File: src/rtl/cscr_pkg.sv
// Shared types and constants for the crop/scale YCbCr to RGB block.
// No dependencies; the front, the back, the top and the testbench refer to it by scoped names.
package cscr_pkg;

    // Width of the output frame buffer in pixels (row pitch for dest_index)
    localparam int unsigned OUT_COLS = 320;

    // Field widths
    localparam int unsigned SRC_W   = 12;
    localparam int unsigned COL_W   = 9;
    localparam int unsigned ROW_W   = 8;
    localparam int unsigned DEST_W  = 17;
    localparam int unsigned PIX_W   = 8;
    localparam int unsigned COLOR_W = 24;

    // Dividend widths of the two source-coordinate divisions
    localparam int unsigned NUM_X_W = COL_W + SRC_W;
    localparam int unsigned NUM_Y_W = ROW_W + SRC_W;

    // Reset values of the geometry registers
    localparam logic [SRC_W-1:0] CROP_WIDTH_RST   = 12'd320;
    localparam logic [SRC_W-1:0] CROP_HEIGHT_RST  = 12'd240;
    localparam logic [COL_W-1:0] PLACE_WIDTH_RST  = 9'd320;
    localparam logic [ROW_W-1:0] PLACE_HEIGHT_RST = 8'd240;

    // Configuration register indexes
    typedef enum logic [2:0] {
        CFG_CROP_LEFT    = 3'd0,
        CFG_CROP_TOP     = 3'd1,
        CFG_CROP_WIDTH   = 3'd2,
        CFG_CROP_HEIGHT  = 3'd3,
        CFG_PLACE_LEFT   = 3'd4,
        CFG_PLACE_TOP    = 3'd5,
        CFG_PLACE_WIDTH  = 3'd6,
        CFG_PLACE_HEIGHT = 3'd7
    } t_cfg_index;

    // Geometry registers as seen by both halves
    typedef struct packed {
        logic [SRC_W-1:0] crop_left;
        logic [SRC_W-1:0] crop_top;
        logic [SRC_W-1:0] crop_width;
        logic [SRC_W-1:0] crop_height;
        logic [COL_W-1:0] place_left;
        logic [ROW_W-1:0] place_top;
        logic [COL_W-1:0] place_width;
        logic [ROW_W-1:0] place_height;
    } t_cfg;

    // One classified pixel traveling from the front to the back
    typedef struct packed {
        logic [PIX_W-1:0]  luma;
        logic [PIX_W-1:0]  cb;
        logic [PIX_W-1:0]  cr;
        logic [DEST_W-1:0] dest;
        logic              last;
        logic [COL_W-1:0]  next_col;
        logic [ROW_W-1:0]  next_row;
    } t_entry;

    // Back-end sequencer states
    typedef enum logic [1:0] {
        S_IDLE,
        S_MUL,
        S_DIV,
        S_DONE
    } t_back_state;

endpackage

File: src/rtl/cscr_pix_if.sv
// Input channel: one beat carries the luma and chroma bytes of one pixel.
// No dependencies.
interface cscr_pix_if;
    logic       valid;
    logic       ready;
    logic [7:0] luma_sample;
    logic [7:0] chroma_blue;
    logic [7:0] chroma_red;

    modport source (output valid, output luma_sample, output chroma_blue,
                    output chroma_red, input ready);
    modport sink   (input valid, input luma_sample, input chroma_blue,
                    input chroma_red, output ready);
endinterface

File: src/rtl/cscr_rgb_if.sv
// Output channel: one beat carries a converted pixel and its addressing.
// No dependencies.
interface cscr_rgb_if;
    logic        valid;
    logic        ready;
    logic [23:0] color;
    logic [16:0] dest_index;
    logic [11:0] next_src_x;
    logic [11:0] next_src_y;
    logic        frame_last;

    modport source (output valid, output color, output dest_index,
                    output next_src_x, output next_src_y, output frame_last,
                    input ready);
    modport sink   (input valid, input color, input dest_index,
                    input next_src_x, input next_src_y, input frame_last,
                    output ready);
endinterface

File: src/rtl/cscr_fifo.sv
// Small flip-flop queue between the front and back halves.
// Depends on nothing but its parameters.
module cscr_fifo #(
    parameter int unsigned DEPTH = 4,
    parameter int unsigned WIDTH = 8
) (
    input  logic             i_clk,
    input  logic             i_rst_n,
    input  logic             i_push,
    input  logic [WIDTH-1:0] i_data,
    input  logic             i_pop,
    output logic [WIDTH-1:0] o_data,
    output logic             o_full,
    output logic             o_empty
);
    localparam int unsigned PTR_W = (DEPTH > 1) ? $clog2(DEPTH) : 1;
    localparam int unsigned CNT_W = $clog2(DEPTH + 1);

    logic [WIDTH-1:0] r_mem [DEPTH];
    logic [PTR_W-1:0] r_wr, r_rd;
    logic [CNT_W-1:0] r_count;

    assign o_full  = (r_count == CNT_W'(DEPTH));
    assign o_empty = (r_count == '0);
    assign o_data  = r_mem[r_rd];

    // Store incoming beats
    always_ff @(posedge i_clk) begin
        if (i_push) begin
            r_mem[r_wr] <= i_data;
        end
    end

    // Advance pointers and occupancy
    always_ff @(posedge i_clk) begin
        if (!i_rst_n) begin
            r_wr    <= '0;
            r_rd    <= '0;
            r_count <= '0;
        end else begin
            if (i_push) begin
                r_wr <= (r_wr == PTR_W'(DEPTH - 1)) ? '0 : r_wr + 1'b1;
            end
            if (i_pop) begin
                r_rd <= (r_rd == PTR_W'(DEPTH - 1)) ? '0 : r_rd + 1'b1;
            end
            if (i_push && !i_pop) begin
                r_count <= r_count + 1'b1;
            end else if (!i_push && i_pop) begin
                r_count <= r_count - 1'b1;
            end
        end
    end

    a_count_bound: assert property (@(posedge i_clk) disable iff (!i_rst_n)
        r_count <= CNT_W'(DEPTH))
        else $error("queue occupancy above depth");
    a_no_overflow: assert property (@(posedge i_clk) disable iff (!i_rst_n)
        i_push |-> (!o_full || i_pop))
        else $error("push into full queue");
    a_no_underflow: assert property (@(posedge i_clk) disable iff (!i_rst_n)
        i_pop |-> !o_empty)
        else $error("pop from empty queue");

endmodule

File: src/rtl/cscr_div.sv
// Restoring divider, one quotient bit per cycle, for source coordinates.
// Depends on nothing but its parameters.
module cscr_div #(
    parameter int unsigned NUM_W = 21,
    parameter int unsigned DEN_W = 9
) (
    input  logic             i_clk,
    input  logic             i_rst_n,
    input  logic             i_start,
    input  logic [NUM_W-1:0] i_num,
    input  logic [DEN_W-1:0] i_den,
    output logic             o_busy,
    output logic [NUM_W-1:0] o_quot
);
    localparam int unsigned CNT_W = $clog2(NUM_W + 1);

    logic [DEN_W-1:0] r_rem;
    logic [DEN_W-1:0] r_den;
    logic [NUM_W-1:0] r_quot;
    logic [CNT_W-1:0] r_cnt;
    logic [DEN_W:0]   shifted;
    logic             ge;
    logic [DEN_W:0]   diff;

    // Shift in the next dividend bit and trial-subtract
    always_comb begin
        shifted = {r_rem, r_quot[NUM_W-1]};
        ge      = (shifted >= {1'b0, r_den});
        diff    = shifted - {1'b0, r_den};
    end

    assign o_busy = (r_cnt != '0);
    assign o_quot = r_quot;

    // Datapath: dividend bits shift out as quotient bits shift in
    always_ff @(posedge i_clk) begin
        if (i_start) begin
            r_rem  <= '0;
            r_den  <= i_den;
            r_quot <= i_num;
        end else if (o_busy) begin
            r_rem  <= ge ? diff[DEN_W-1:0] : shifted[DEN_W-1:0];
            r_quot <= {r_quot[NUM_W-2:0], ge};
        end
    end

    // Step counter
    always_ff @(posedge i_clk) begin
        if (!i_rst_n) begin
            r_cnt <= '0;
        end else if (i_start) begin
            r_cnt <= CNT_W'(NUM_W);
        end else if (o_busy) begin
            r_cnt <= r_cnt - 1'b1;
        end
    end

endmodule

File: src/rtl/cscr_front.sv
// Front half: geometry registers, input acceptance and raster walk.
// Depends on cscr_pkg and cscr_pix_if.
module cscr_front (
    input  logic                    i_clk,
    input  logic                    i_rst_n,
    input  logic                    i_cfg_we,
    input  logic [2:0]              i_cfg_index,
    input  logic [11:0]             i_cfg_data,
    cscr_pix_if.sink                i_pix,
    input  logic                    i_full,
    output logic                    o_push,
    output cscr_pkg::t_entry        o_entry,
    output cscr_pkg::t_cfg          o_cfg
);
    cscr_pkg::t_cfg                     r_cfg;
    logic [cscr_pkg::COL_W-1:0]         r_col;
    logic [cscr_pkg::ROW_W-1:0]         r_row;
    logic [cscr_pkg::COL_W-1:0]         n_col;
    logic [cscr_pkg::ROW_W-1:0]         n_row;
    logic [cscr_pkg::COL_W-1:0]         pw;
    logic [cscr_pkg::ROW_W-1:0]         ph;
    logic [cscr_pkg::COL_W:0]           col_inc;
    logic [cscr_pkg::ROW_W:0]           row_inc;
    logic                               wrap_col;
    logic                               wrap_row;
    logic [cscr_pkg::COL_W-1:0]         row_sum;
    logic [cscr_pkg::DEST_W-1:0]        dest;

    assign o_cfg       = r_cfg;
    assign i_pix.ready = !i_full;
    assign o_push      = i_pix.valid && !i_full;

    // Write geometry registers
    always_ff @(posedge i_clk) begin
        if (!i_rst_n) begin
            r_cfg.crop_left    <= '0;
            r_cfg.crop_top     <= '0;
            r_cfg.crop_width   <= cscr_pkg::CROP_WIDTH_RST;
            r_cfg.crop_height  <= cscr_pkg::CROP_HEIGHT_RST;
            r_cfg.place_left   <= '0;
            r_cfg.place_top    <= '0;
            r_cfg.place_width  <= cscr_pkg::PLACE_WIDTH_RST;
            r_cfg.place_height <= cscr_pkg::PLACE_HEIGHT_RST;
        end else if (i_cfg_we) begin
            unique case (cscr_pkg::t_cfg_index'(i_cfg_index))
                cscr_pkg::CFG_CROP_LEFT:    r_cfg.crop_left    <= i_cfg_data;
                cscr_pkg::CFG_CROP_TOP:     r_cfg.crop_top     <= i_cfg_data;
                cscr_pkg::CFG_CROP_WIDTH:   r_cfg.crop_width   <= i_cfg_data;
                cscr_pkg::CFG_CROP_HEIGHT:  r_cfg.crop_height  <= i_cfg_data;
                cscr_pkg::CFG_PLACE_LEFT:   r_cfg.place_left   <= i_cfg_data[8:0];
                cscr_pkg::CFG_PLACE_TOP:    r_cfg.place_top    <= i_cfg_data[7:0];
                cscr_pkg::CFG_PLACE_WIDTH:  r_cfg.place_width  <= i_cfg_data[8:0];
                cscr_pkg::CFG_PLACE_HEIGHT: r_cfg.place_height <= i_cfg_data[7:0];
            endcase
        end
    end

    // Step the raster position; a zero size counts as one
    always_comb begin
        pw       = (r_cfg.place_width == '0) ? 9'd1 : r_cfg.place_width;
        ph       = (r_cfg.place_height == '0) ? 8'd1 : r_cfg.place_height;
        col_inc  = {1'b0, r_col} + 10'd1;
        row_inc  = {1'b0, r_row} + 9'd1;
        wrap_col = (col_inc >= {1'b0, pw});
        wrap_row = (row_inc >= {1'b0, ph});
        n_col    = wrap_col ? '0 : col_inc[cscr_pkg::COL_W-1:0];
        if (!wrap_col) begin
            n_row = r_row;
        end else if (wrap_row) begin
            n_row = '0;
        end else begin
            n_row = row_inc[cscr_pkg::ROW_W-1:0];
        end
    end

    // Frame-buffer index of the current pixel, modulo the index width
    always_comb begin
        row_sum = {1'b0, r_cfg.place_top} + {1'b0, r_row};
        dest    = cscr_pkg::DEST_W'(row_sum) * cscr_pkg::DEST_W'(cscr_pkg::OUT_COLS)
                + cscr_pkg::DEST_W'(r_cfg.place_left) + cscr_pkg::DEST_W'(r_col);
    end

    // Pack the classified beat for the back half
    always_comb begin
        o_entry.luma     = i_pix.luma_sample;
        o_entry.cb       = i_pix.chroma_blue;
        o_entry.cr       = i_pix.chroma_red;
        o_entry.dest     = dest;
        o_entry.last     = wrap_col && wrap_row;
        o_entry.next_col = n_col;
        o_entry.next_row = n_row;
    end

    // Advance position on each accepted beat
    always_ff @(posedge i_clk) begin
        if (!i_rst_n) begin
            r_col <= '0;
            r_row <= '0;
        end else if (o_push) begin
            r_col <= n_col;
            r_row <= n_row;
        end
    end

endmodule

File: src/rtl/cscr_back.sv
// Back half: color conversion, source-coordinate division, output register.
// Depends on cscr_pkg, cscr_rgb_if and cscr_div.
module cscr_back (
    input  logic                 i_clk,
    input  logic                 i_rst_n,
    input  logic                 i_empty,
    input  cscr_pkg::t_entry     i_entry,
    input  cscr_pkg::t_cfg       i_cfg,
    output logic                 o_pop,
    cscr_rgb_if.source           o_rgb
);
    cscr_pkg::t_back_state            r_state, n_state;
    cscr_pkg::t_entry                 r_ent;
    logic signed [26:0]               r_py, r_pr, r_pg, r_pb;
    logic [cscr_pkg::COLOR_W-1:0]     r_color;
    logic                             r_out_valid;
    logic [cscr_pkg::COLOR_W-1:0]     r_out_color;
    logic [cscr_pkg::DEST_W-1:0]      r_out_dest;
    logic [cscr_pkg::SRC_W-1:0]       r_out_x, r_out_y;
    logic                             r_out_last;

    logic                             div_start;
    logic                             load;
    logic [cscr_pkg::COL_W-1:0]       pw;
    logic [cscr_pkg::ROW_W-1:0]       ph;
    logic [cscr_pkg::NUM_X_W-1:0]     num_x, quot_x;
    logic [cscr_pkg::NUM_Y_W-1:0]     num_y, quot_y;
    logic                             x_busy, y_busy;
    logic signed [9:0]                y_off;
    logic signed [8:0]                cbv, crv;
    logic signed [10:0]               yy, rd, gd, bd;
    logic signed [11:0]               red_s, grn_s, blu_s;

    function automatic logic [7:0] clamp8(input logic signed [11:0] v);
        if (v < 0) begin
            return 8'd0;
        end else if (v > 12'sd255) begin
            return 8'd255;
        end
        return v[7:0];
    endfunction

    // Next state
    always_comb begin
        n_state = r_state;
        unique case (r_state)
            cscr_pkg::S_IDLE: if (!i_empty) n_state = cscr_pkg::S_MUL;
            cscr_pkg::S_MUL:  n_state = cscr_pkg::S_DIV;
            cscr_pkg::S_DIV:  if (!x_busy && !y_busy) n_state = cscr_pkg::S_DONE;
            cscr_pkg::S_DONE: if (!r_out_valid || o_rgb.ready) n_state = cscr_pkg::S_IDLE;
            default:          n_state = cscr_pkg::S_IDLE;
        endcase
    end

    // State outputs
    always_comb begin
        o_pop     = 1'b0;
        div_start = 1'b0;
        load      = 1'b0;
        unique case (r_state)
            cscr_pkg::S_IDLE: o_pop = !i_empty;
            cscr_pkg::S_MUL:  div_start = 1'b1;
            cscr_pkg::S_DIV:  ;
            cscr_pkg::S_DONE: load = !r_out_valid || o_rgb.ready;
            default:          ;
        endcase
    end

    always_ff @(posedge i_clk) begin
        if (!i_rst_n) begin
            r_state <= cscr_pkg::S_IDLE;
        end else begin
            r_state <= n_state;
        end
    end

    // Hold the popped beat
    always_ff @(posedge i_clk) begin
        if (o_pop) begin
            r_ent <= i_entry;
        end
    end

    // Dividends and divisors for the next source coordinates
    always_comb begin
        pw    = (i_cfg.place_width == '0) ? 9'd1 : i_cfg.place_width;
        ph    = (i_cfg.place_height == '0) ? 8'd1 : i_cfg.place_height;
        num_x = cscr_pkg::NUM_X_W'(r_ent.next_col) * cscr_pkg::NUM_X_W'(i_cfg.crop_width);
        num_y = cscr_pkg::NUM_Y_W'(r_ent.next_row) * cscr_pkg::NUM_Y_W'(i_cfg.crop_height);
    end

    cscr_div #(
        .NUM_W (cscr_pkg::NUM_X_W),
        .DEN_W (cscr_pkg::COL_W)
    ) u_div_x (
        .i_clk   (i_clk),
        .i_rst_n (i_rst_n),
        .i_start (div_start),
        .i_num   (num_x),
        .i_den   (pw),
        .o_busy  (x_busy),
        .o_quot  (quot_x)
    );

    cscr_div #(
        .NUM_W (cscr_pkg::NUM_Y_W),
        .DEN_W (cscr_pkg::ROW_W)
    ) u_div_y (
        .i_clk   (i_clk),
        .i_rst_n (i_rst_n),
        .i_start (div_start),
        .i_num   (num_y),
        .i_den   (ph),
        .o_busy  (y_busy),
        .o_quot  (quot_y)
    );

    // Offset the samples around their zero points
    always_comb begin
        y_off = $signed({2'b00, r_ent.luma}) - 10'sd16;
        cbv   = $signed({1'b0, r_ent.cb}) - 9'sd128;
        crv   = $signed({1'b0, r_ent.cr}) - 9'sd128;
    end

    // Register the BT.601 products
    always_ff @(posedge i_clk) begin
        if (div_start) begin
            r_py <= 27'(y_off) * 27'sd76309;
            r_pr <= 27'(crv) * 27'sd104597;
            r_pg <= 27'(cbv) * 27'sd25674 + 27'(crv) * 27'sd53278;
            r_pb <= 27'(cbv) * 27'sd132201;
        end
    end

    // Drop the 16 fraction bits (floor) and clamp each channel
    always_comb begin
        yy    = r_py[26:16];
        rd    = r_pr[26:16];
        gd    = r_pg[26:16];
        bd    = r_pb[26:16];
        red_s = 12'(yy) + 12'(rd);
        grn_s = 12'(yy) - 12'(gd);
        blu_s = 12'(yy) + 12'(bd);
    end

    always_ff @(posedge i_clk) begin
        if (r_state == cscr_pkg::S_DIV) begin
            r_color <= {clamp8(red_s), clamp8(grn_s), clamp8(blu_s)};
        end
    end

    // Output register: load a finished beat, drop it once taken
    always_ff @(posedge i_clk) begin
        if (!i_rst_n) begin
            r_out_valid <= 1'b0;
        end else if (load) begin
            r_out_valid <= 1'b1;
        end else if (o_rgb.ready) begin
            r_out_valid <= 1'b0;
        end
    end

    always_ff @(posedge i_clk) begin
        if (load) begin
            r_out_color <= r_color;
            r_out_dest  <= r_ent.dest;
            r_out_x     <= i_cfg.crop_left + quot_x[cscr_pkg::SRC_W-1:0];
            r_out_y     <= i_cfg.crop_top + quot_y[cscr_pkg::SRC_W-1:0];
            r_out_last  <= r_ent.last;
        end
    end

    assign o_rgb.valid      = r_out_valid;
    assign o_rgb.color      = r_out_color;
    assign o_rgb.dest_index = r_out_dest;
    assign o_rgb.next_src_x = r_out_x;
    assign o_rgb.next_src_y = r_out_y;
    assign o_rgb.frame_last = r_out_last;

    a_div_runs: assert property (@(posedge i_clk) disable iff (!i_rst_n)
        (r_state == cscr_pkg::S_MUL) |=> (x_busy && y_busy))
        else $error("dividers not started");
    a_done_idle_div: assert property (@(posedge i_clk) disable iff (!i_rst_n)
        (r_state == cscr_pkg::S_DONE) |-> (!x_busy && !y_busy))
        else $error("result finished while divider busy");
    a_pop_when_free: assert property (@(posedge i_clk) disable iff (!i_rst_n)
        o_pop |=> (r_state == cscr_pkg::S_MUL))
        else $error("popped beat not processed");

endmodule

File: src/rtl/crop_scale_ycbcr_to_rgb.sv
// Crop, nearest-neighbor scale and BT.601 YCbCr to RGB888 conversion. Each
// input beat is one destination pixel in raster order; each output beat gives
// its clamped RGB color, frame-buffer index, last-of-frame mark and the source
// coordinates of the next pixel to fetch. The front takes a beat whenever the
// queue is not full and queues it (QUEUE_DEPTH entries); the back handles one
// pixel at a time, its two bit-serial dividers (21 steps for x) giving the
// source coordinates; it pops the next beat once the last is in the output
// register. Write the geometry registers only while no pixel is in flight.
module crop_scale_ycbcr_to_rgb #(
    parameter int unsigned QUEUE_DEPTH = 4
) (
    input  logic        i_clk,
    input  logic        i_rst_n,
    input  logic        i_cfg_we,
    input  logic [2:0]  i_cfg_index,
    input  logic [11:0] i_cfg_data,
    cscr_pix_if.sink    i_pix,
    cscr_rgb_if.source  o_rgb
);
    localparam int unsigned ENTRY_W = $bits(cscr_pkg::t_entry);

    logic              push, pop, full, empty;
    cscr_pkg::t_entry  push_entry, pop_entry;
    cscr_pkg::t_cfg    cfg;
    logic [ENTRY_W-1:0] pop_bits;

    cscr_front u_front (
        .i_clk       (i_clk),
        .i_rst_n     (i_rst_n),
        .i_cfg_we    (i_cfg_we),
        .i_cfg_index (i_cfg_index),
        .i_cfg_data  (i_cfg_data),
        .i_pix       (i_pix),
        .i_full      (full),
        .o_push      (push),
        .o_entry     (push_entry),
        .o_cfg       (cfg)
    );

    cscr_fifo #(
        .DEPTH (QUEUE_DEPTH),
        .WIDTH (ENTRY_W)
    ) u_fifo (
        .i_clk   (i_clk),
        .i_rst_n (i_rst_n),
        .i_push  (push),
        .i_data  (push_entry),
        .i_pop   (pop),
        .o_data  (pop_bits),
        .o_full  (full),
        .o_empty (empty)
    );

    assign pop_entry = cscr_pkg::t_entry'(pop_bits);

    cscr_back u_back (
        .i_clk   (i_clk),
        .i_rst_n (i_rst_n),
        .i_empty (empty),
        .i_entry (pop_entry),
        .i_cfg   (cfg),
        .o_pop   (pop),
        .o_rgb   (o_rgb)
    );

endmodule

File: src/flat_wrapper.sv
// flat-port wrapper written by rule: the top's interface ports become plain ports
module crop_scale_ycbcr_to_rgb_flat 
#(
    parameter int unsigned QUEUE_DEPTH = 4
)
  (i_clk, i_rst_n, i_cfg_we, i_cfg_index, i_cfg_data, i_pix_valid, i_pix_luma_sample, i_pix_chroma_blue, i_pix_chroma_red, i_pix_ready, o_rgb_valid, o_rgb_color, o_rgb_dest_index, o_rgb_next_src_x, o_rgb_next_src_y, o_rgb_frame_last, o_rgb_ready);
  cscr_pix_if i_pix_i ();
  cscr_rgb_if o_rgb_i ();
  input  logic i_clk;
  input  logic i_rst_n;
  input  logic i_cfg_we;
  input  logic [2:0] i_cfg_index;
  input  logic [11:0] i_cfg_data;
  input wire logic [$bits(i_pix_i.valid)-1:0] i_pix_valid;
  input wire logic [$bits(i_pix_i.luma_sample)-1:0] i_pix_luma_sample;
  input wire logic [$bits(i_pix_i.chroma_blue)-1:0] i_pix_chroma_blue;
  input wire logic [$bits(i_pix_i.chroma_red)-1:0] i_pix_chroma_red;
  output wire logic [$bits(i_pix_i.ready)-1:0] i_pix_ready;
  output wire logic [$bits(o_rgb_i.valid)-1:0] o_rgb_valid;
  output wire logic [$bits(o_rgb_i.color)-1:0] o_rgb_color;
  output wire logic [$bits(o_rgb_i.dest_index)-1:0] o_rgb_dest_index;
  output wire logic [$bits(o_rgb_i.next_src_x)-1:0] o_rgb_next_src_x;
  output wire logic [$bits(o_rgb_i.next_src_y)-1:0] o_rgb_next_src_y;
  output wire logic [$bits(o_rgb_i.frame_last)-1:0] o_rgb_frame_last;
  input wire logic [$bits(o_rgb_i.ready)-1:0] o_rgb_ready;
  assign i_pix_i.valid = i_pix_valid;
  assign i_pix_i.luma_sample = i_pix_luma_sample;
  assign i_pix_i.chroma_blue = i_pix_chroma_blue;
  assign i_pix_i.chroma_red = i_pix_chroma_red;
  assign i_pix_ready = i_pix_i.ready;
  assign o_rgb_valid = o_rgb_i.valid;
  assign o_rgb_color = o_rgb_i.color;
  assign o_rgb_dest_index = o_rgb_i.dest_index;
  assign o_rgb_next_src_x = o_rgb_i.next_src_x;
  assign o_rgb_next_src_y = o_rgb_i.next_src_y;
  assign o_rgb_frame_last = o_rgb_i.frame_last;
  assign o_rgb_i.ready = o_rgb_ready;
  crop_scale_ycbcr_to_rgb #(.QUEUE_DEPTH(QUEUE_DEPTH)) u_core (.i_clk(i_clk), .i_rst_n(i_rst_n), .i_cfg_we(i_cfg_we), .i_cfg_index(i_cfg_index), .i_cfg_data(i_cfg_data), .i_pix(i_pix_i), .o_rgb(o_rgb_i));
endmodule
File: config.mk
export PLATFORM = sky130hd
export DESIGN_NAME = crop_scale_ycbcr_to_rgb_flat
export DESIGN_NICKNAME = d
export VERILOG_FILES = /design/src/rtl/cscr_pkg.sv /design/src/rtl/cscr_pix_if.sv /design/src/rtl/cscr_rgb_if.sv /design/src/rtl/cscr_fifo.sv /design/src/rtl/cscr_div.sv /design/src/rtl/cscr_front.sv /design/src/rtl/cscr_back.sv /design/src/rtl/crop_scale_ycbcr_to_rgb.sv /design/src/flat_wrapper.sv
export SDC_FILE = /design/constraint.sdc
export NUM_CORES = 2
export LEC_CHECK = 0
export ABC_AREA = 0
export BUFFER_PORTS_ARGS = -buffer_cell sky130_fd_sc_hd__clkbuf_2
export CAP_MARGIN = 20
export CORE_MARGIN = 2
export CORE_UTILIZATION = 40
export CTS_CLUSTER_DIAMETER = 50
export DETAILED_ROUTE_END_ITERATION = 7
export SLEW_MARGIN = 20
export SYNTH_ARGS = -nofsm -noshare
export SYNTH_HDL_FRONTEND = slang
export SYNTH_SLANG_ARGS = --single-unit
File: constraint.sdc
create_clock -name i_clk -period 9.94 [get_ports i_clk]
set_clock_uncertainty 0.1 [all_clocks]
set_input_delay 0.497 -clock i_clk [delete_from_list [all_inputs] [get_ports i_clk]]
set_output_delay 0.497 -clock i_clk [all_outputs]
set_load 0.1 [all_outputs]
# [Word-level counts from Yosys, hierarchy flattened]
# Memory sizes are Yosys's and may differ from the RTL's. A register that Yosys moved wholly into a read port is not among the register bits.
# Cells that the tools add are included.
[totals] reg_bits=392 out_inout_bits=68 elab_cells=175 ram_bits=236 n_memories=1
[op_classes] order_cmp=10 n_bitwise=1 n_mux=48 reduce_logical=34 addsub=22 multipliers=8 n_eq_ne=16
[mem_list] memory="u_core.u_fifo.r_mem" depth=4 width=59 rd=1 rd_clocked_by_memory_dff=1 wr=1 line="cscr_fifo.sv:19" rtl="logic [WIDTH-1:0] r_mem [DEPTH];"
[op_table] cell="$mux 8" n=13
[op_table] cell="$mul 9x18->27 const B" n=2
[op_table] cell="$mux 21" n=2
[op_table] cell="$mux 20" n=2
[op_table] cell="$gt 12x9->1 const B" n=3
[op_table] cell="$lt 12x1->1 const B" n=3
[op_table] cell="$add 17x9->17" n=2
[op_table] cell="$add 25x26->27" n=1
[op_table] cell="$mul 9x19->27 const B" n=1
[op_table] cell="$mux 9" n=3
[op_table] cell="$mul 9x16->25 const B" n=1
[op_table] cell="$add 11x11->12" n=2
[op_table] cell="$add 12x12->12" n=2
[op_table] cell="$mul 9x15->24 const B" n=1
[op_table] cell="$mul 9x12->21" n=1
[op_table] cell="$ge 10x9->1" n=2
[op_table] cell="$mul 8x12->20" n=1
[op_table] cell="$mux 5" n=4
[op_table] cell="$ge 9x8->1" n=2
[op_table] cell="$sub 8x8->9 const B" n=2
[op_table] cell="$mux 1" n=16
[op_table] cell="$reduce_and 2->1" n=8
[op_table] cell="$eq 3x3->1 const B" n=5
[op_table] cell="$sub 11x11->12" n=1
[op_table] cell="31 further kinds" n=59

# [Logic depth before layout (Yosys ltp)]
[logic_depth] depth_word=7 ltp_mapped=25 depth_no_buf=25

# [Hierarchy]
# A second synthesis with hierarchy kept.
[unflattened] hier_cells=3887 hier_area_um2=44390.1
[modules_own_cells] module="cscr_back" area_per_inst_um2=24667.4 cells_each=2375 instances=1
[modules_own_cells] module="cscr_fifo" area_per_inst_um2=8984.9 cells_each=353 instances=1
[modules_own_cells] module="cscr_front" area_per_inst_um2=6272.3 cells_each=778 instances=1
[modules_own_cells] module="cscr_div (u_core.u_back.u_div_x)" area_per_inst_um2=2268.4 cells_each=190 instances=1
[modules_own_cells] module="cscr_div (u_core.u_back.u_div_y)" area_per_inst_um2=2197.1 cells_each=191 instances=1

# [Least setup slack after synthesis]
# Ideal clock, no wire load.
[synth_timing] kind="register -> register" from="register, netlist name u_core.u_back.r_ent[42]" to="register u_core.u_back.r_pg[25], data pin" path_buffers=0 setup_slack_ps=3996 setup_time_ps=258 arrival_ps=5587 synth_period_minus_slack_ps=5944 path_stages_with_launch=26 required_ps=9582 path_cell_list="edfxtp_1 inv_1 ha_1 inv_1 ha_1 fa_1 ha_1 inv_1 fa_1 inv_1 ha_1 o21ai_1 nand2b_1 and3_1 a221o_1 nand4_1 and3b_1 xnor2_1 ha_1 a21o_1 a21oi_1 o21ai_0 a31oi_1 o21ai_0 a31o_2 xor2_1"
[synth_via] elab_chain_len=3
[synth_lines] element="$sub 8x8->9" line="cscr_back.sv:122" rtl="crv = $signed({1'b0, r_ent.cr}) - 9'sd128;"
[synth_lines] element="$mul 9x16->25" line="cscr_back.sv:130" rtl="r_pg <= 27'(cbv) * 27'sd25674 + 27'(crv) * 27'sd53278;"
[synth_lines] element="$add 25x26->27" line="cscr_back.sv:130"
[synth_lines] element="end signal, assigned" line="cscr_back.sv:130"
[synth_lines] element="end, declared" line="cscr_back.sv:14" rtl="logic signed [26:0] r_py, r_pr, r_pg, r_pb;"
# Every way passes these cells.
# A chain may end at the register's enable or synchronous reset.

# [Final worst setup path]
[layout_timing] from="register, netlist name u_core.u_back.r_ent[42]" to="register u_core.u_back.r_pg[25], data pin"
[layout_via] elab_chain_len=3
[layout_lines] element="$sub 8x8->9" line="cscr_back.sv:122"
[layout_lines] element="$mul 9x16->25" line="cscr_back.sv:130"
[layout_lines] element="$add 25x26->27" line="cscr_back.sv:130"
# Every way passes these cells.

==> run metrics <==
status complete, no violations; largest net degree at the start of global routing 62; max incr delay on CP 0.64 ns; Routability Congestion ~0.83; synthesized instance count roughly 3800; WP buf/inv 4; Final Cell Area 0.04837 mm²; share of cells above drive strength 1 0.09556; met2 wire length 43.56 mm; Post-synth ARST share 0; Avg WL per Cell ~17 µm; Worst Path Arrival 6.90 ns; global-route wire length before repair 152.1 mm; Synth Register Bits 623; TNS Setup 0 ns; Overall Global Routing Usage 0.1715; TritonCTS buffer count 81; Area growth syn-to-layout 11.56%; leading cell type in the layout, fill and taps excluded ha_1; placed wire-length estimate 68.45 mm; worst hold path class in2reg; initial antenna violation count 6; Req. time, crit path 10.23 ns; fmax 151.1 MHz; pre-CTS setup slack 3.295 ns; dpl cell area 0.04538 mm²; die height 333.2 µm; fillers 9872; Worst Path Class, Setup reg2reg; M1 WL 42.59 mm; grt ovf 0; maximum fanout along the worst path 18; Clock Latency Late Sink 0.64 ns; max cap viols 0; die area ~0.11 mm²; post-synthesis sequential area ratio 0.4001; synth warn 0; post-layout min period approximately 6.6 ns; most frequent cells in the layout ha_1 (603), inv_1 (491), edfxtp_1 (487), nand2_1 (403), fa_1 (235); root buf cell clkbuf_16; Post-DRT Antenna Nets 0; Final Max Slew Viols 0; Post-Syn Nets around 4700; FP Rows 120; detailed-route DRC error count 0; CP Launch Type flop; vias about 28000; non-filler cells in the finished layout 5434; worst setup margin 3.322 ns; clk sinks a little over 600; Yosys cell types 82; DR vias/cell ~5.1; top routing layer used met5; Post-Route WL between 90 and 100 mm; post-CTS sizing 0; Post-synth EDFFs 487; Final Hold Viols 0; Clock Path Buffers 3; core area 0.1074 mm²; H-tree levels 3; effective utilization at floorplan 0.4039; Mean Syn Cell Area 11.27 µm²; number of I/O port buffers between 100 and 150; Main synth FF type edfxtp_1; CP max-delay cell inv_1; final-report setup violation count 0; I/O pin cnt about 110; dpl cells approximately 5300; met3 WL 4.226 mm; Iter 0 DRT Violations 1327; Nets 4845; number of global-route vias before repair 28571; number of iterations in the first detailed-routing pass 5; Worst slew margin 0.3158; cell area after synthesis 0.04336 mm²; CP Capture Type flop; most used cell, CP ha_1; unrepaired setup endpoints after global routing no; TritonCTS clock tree yes; die width 333.2 µm; worst slew pin tran ~1.0 ns; clock slew at reported path FFs 0.06 ns; Tcrit/Tclk final 0.6658; Top delay family on crit path adder cells
[cells by family (layout without fill, tap and decap cells)]
kind of cell               after synthesis  after routing  synth area share
DFF                                    623            623            0.4001
and+or+nand+nor                        883            883           0.09506
AOI/OAI and AO/OA                      598            598           0.08915
adders and majority gates              839            839            0.2828
xor gates and xnor gates               187            187           0.03778
other                                    0              2                 0
muxes                                  103            103           0.04161
buffers and inverters                  613            796           0.05348
[tightest hold or removal path, cell delays in order]
cell,delay [ns]
clkbuf_2,0.18
nand2_1,0.09
a21oi_1,0.05
[through the flow]
step / hold WS [ns] / utilization
floorplan: 0.3003 / -
global placement: 0.3012 / 0.4227
detailed placement: 0.3045 / 0.4227
CTS: 0.1023 / 0.4505
global route: 0.1159 / 0.4506
finish: 0.1323 / 0.4506
[cell usage after synthesis (7+ instances only)]
cell	count	share of area
and3_1	21	0.0030
fa_1	235	0.11
nor2_1	128	0.011
a211oi_1	20	0.0035
a31oi_1	12	0.0017
nand2_1	403	0.035
a21oi_1	212	0.024
buf_1	8	0.00069
nand3_1	57	0.0066
dfxtp_1	136	0.063
nor3_1	41	0.0047
nor2b_1	44	0.0063
inv_1	493	0.043
and2_1	90	0.013
nand2b_1	23	0.0033
a21boi_0	7	0.0012
clkbuf_2	7	0.00081
o21ai_1	35	0.0040
o31ai_1	11	0.0019
a31o_2	11	0.0022
mux4_2	59	0.031
o21bai_1	26	0.0045
a21o_1	65	0.011
edfxtp_1	487	0.34
ha_1	604	0.17
o211ai_1	19	0.0033
o21a_1	49	0.0085
clkbuf_1	103	0.0089
mux2i_1	16	0.0037
xnor2_1	127	0.026
o21ai_0	70	0.0081
and4_1	8	0.0016
xor2_1	60	0.012
nand4_1	20	0.0029
nor4_1	7	0.0010
mux2_2	28	0.0073
or3_1	18	0.0026
[layer usage]
layer | vias to the layer above | track usage
met2 | 513 | 0.2838
met5 | - | 0
met1 | 13551 | 0.2295
li1 | 13639 | -
met3 | 150 | 0.03076
met4 | 8 | 0.05103
[state kept, by name, summed over array words and instances (netlist names), 12 cells and up]
| register | count |
|---|---|
| u_core.u_back.r_color | 24 |
| u_core.u_back.r_ent | 59 |
| u_core.u_back.u_div_x.o_quot | 21 |
| u_core.u_front.o_cfg | 82 |
| u_core.u_back.u_div_y.o_quot | 20 |
| u_core.u_back.o_rgb.next_src_x | 12 |
| u_core.u_back.o_rgb.next_src_y | 12 |
| u_core.u_back.o_rgb.dest_index | 17 |
| u_core.u_back.o_rgb.color | 24 |
| u_core.u_fifo.r_mem | 236 |
[final cells by class]
type / instances / area, µm² / area share
tap: 1403 / 1755 / 0.03629
clock buffer: 103 / 2202 / 0.04553
clock inverter: 47 / 538.0 / 0.01112
antenna: 2 / 5.005 / 0.0001035
multi-input combinational: 2610 / 23740 / 0.4907
timing repair buffer: 153 / 928.4 / 0.01919
sequential: 623 / 17350 / 0.3588
inverter: 493 / 1851 / 0.03826
[what timing repair did]
item,in CTS,in global routing
setup buffers,0,0
endpoints found under the hold margin,96,0
hold buffers,24,0
[path summary, 6_finish.rpt]
kind / from / to / slack, ns / depth (start not counted)
hold / removal: i_cfg_data[11] / u_core.u_front.o_cfg[69] / 0.13 / 3
setup / recovery: u_core.u_back.r_ent[42] / u_core.u_back.r_pg[25] / 3.32 / 25
hold reg to reg: u_core.u_back.r_color[15] / u_core.u_back.o_rgb.color[15] / 0.32 / 0
setup reg to reg: u_core.u_back.r_ent[42] / u_core.u_back.r_pg[25] / 3.32 / 25
Power is not shown: default switching activity piles up to over one toggle a cycle in this logic, so the estimate is an artifact.
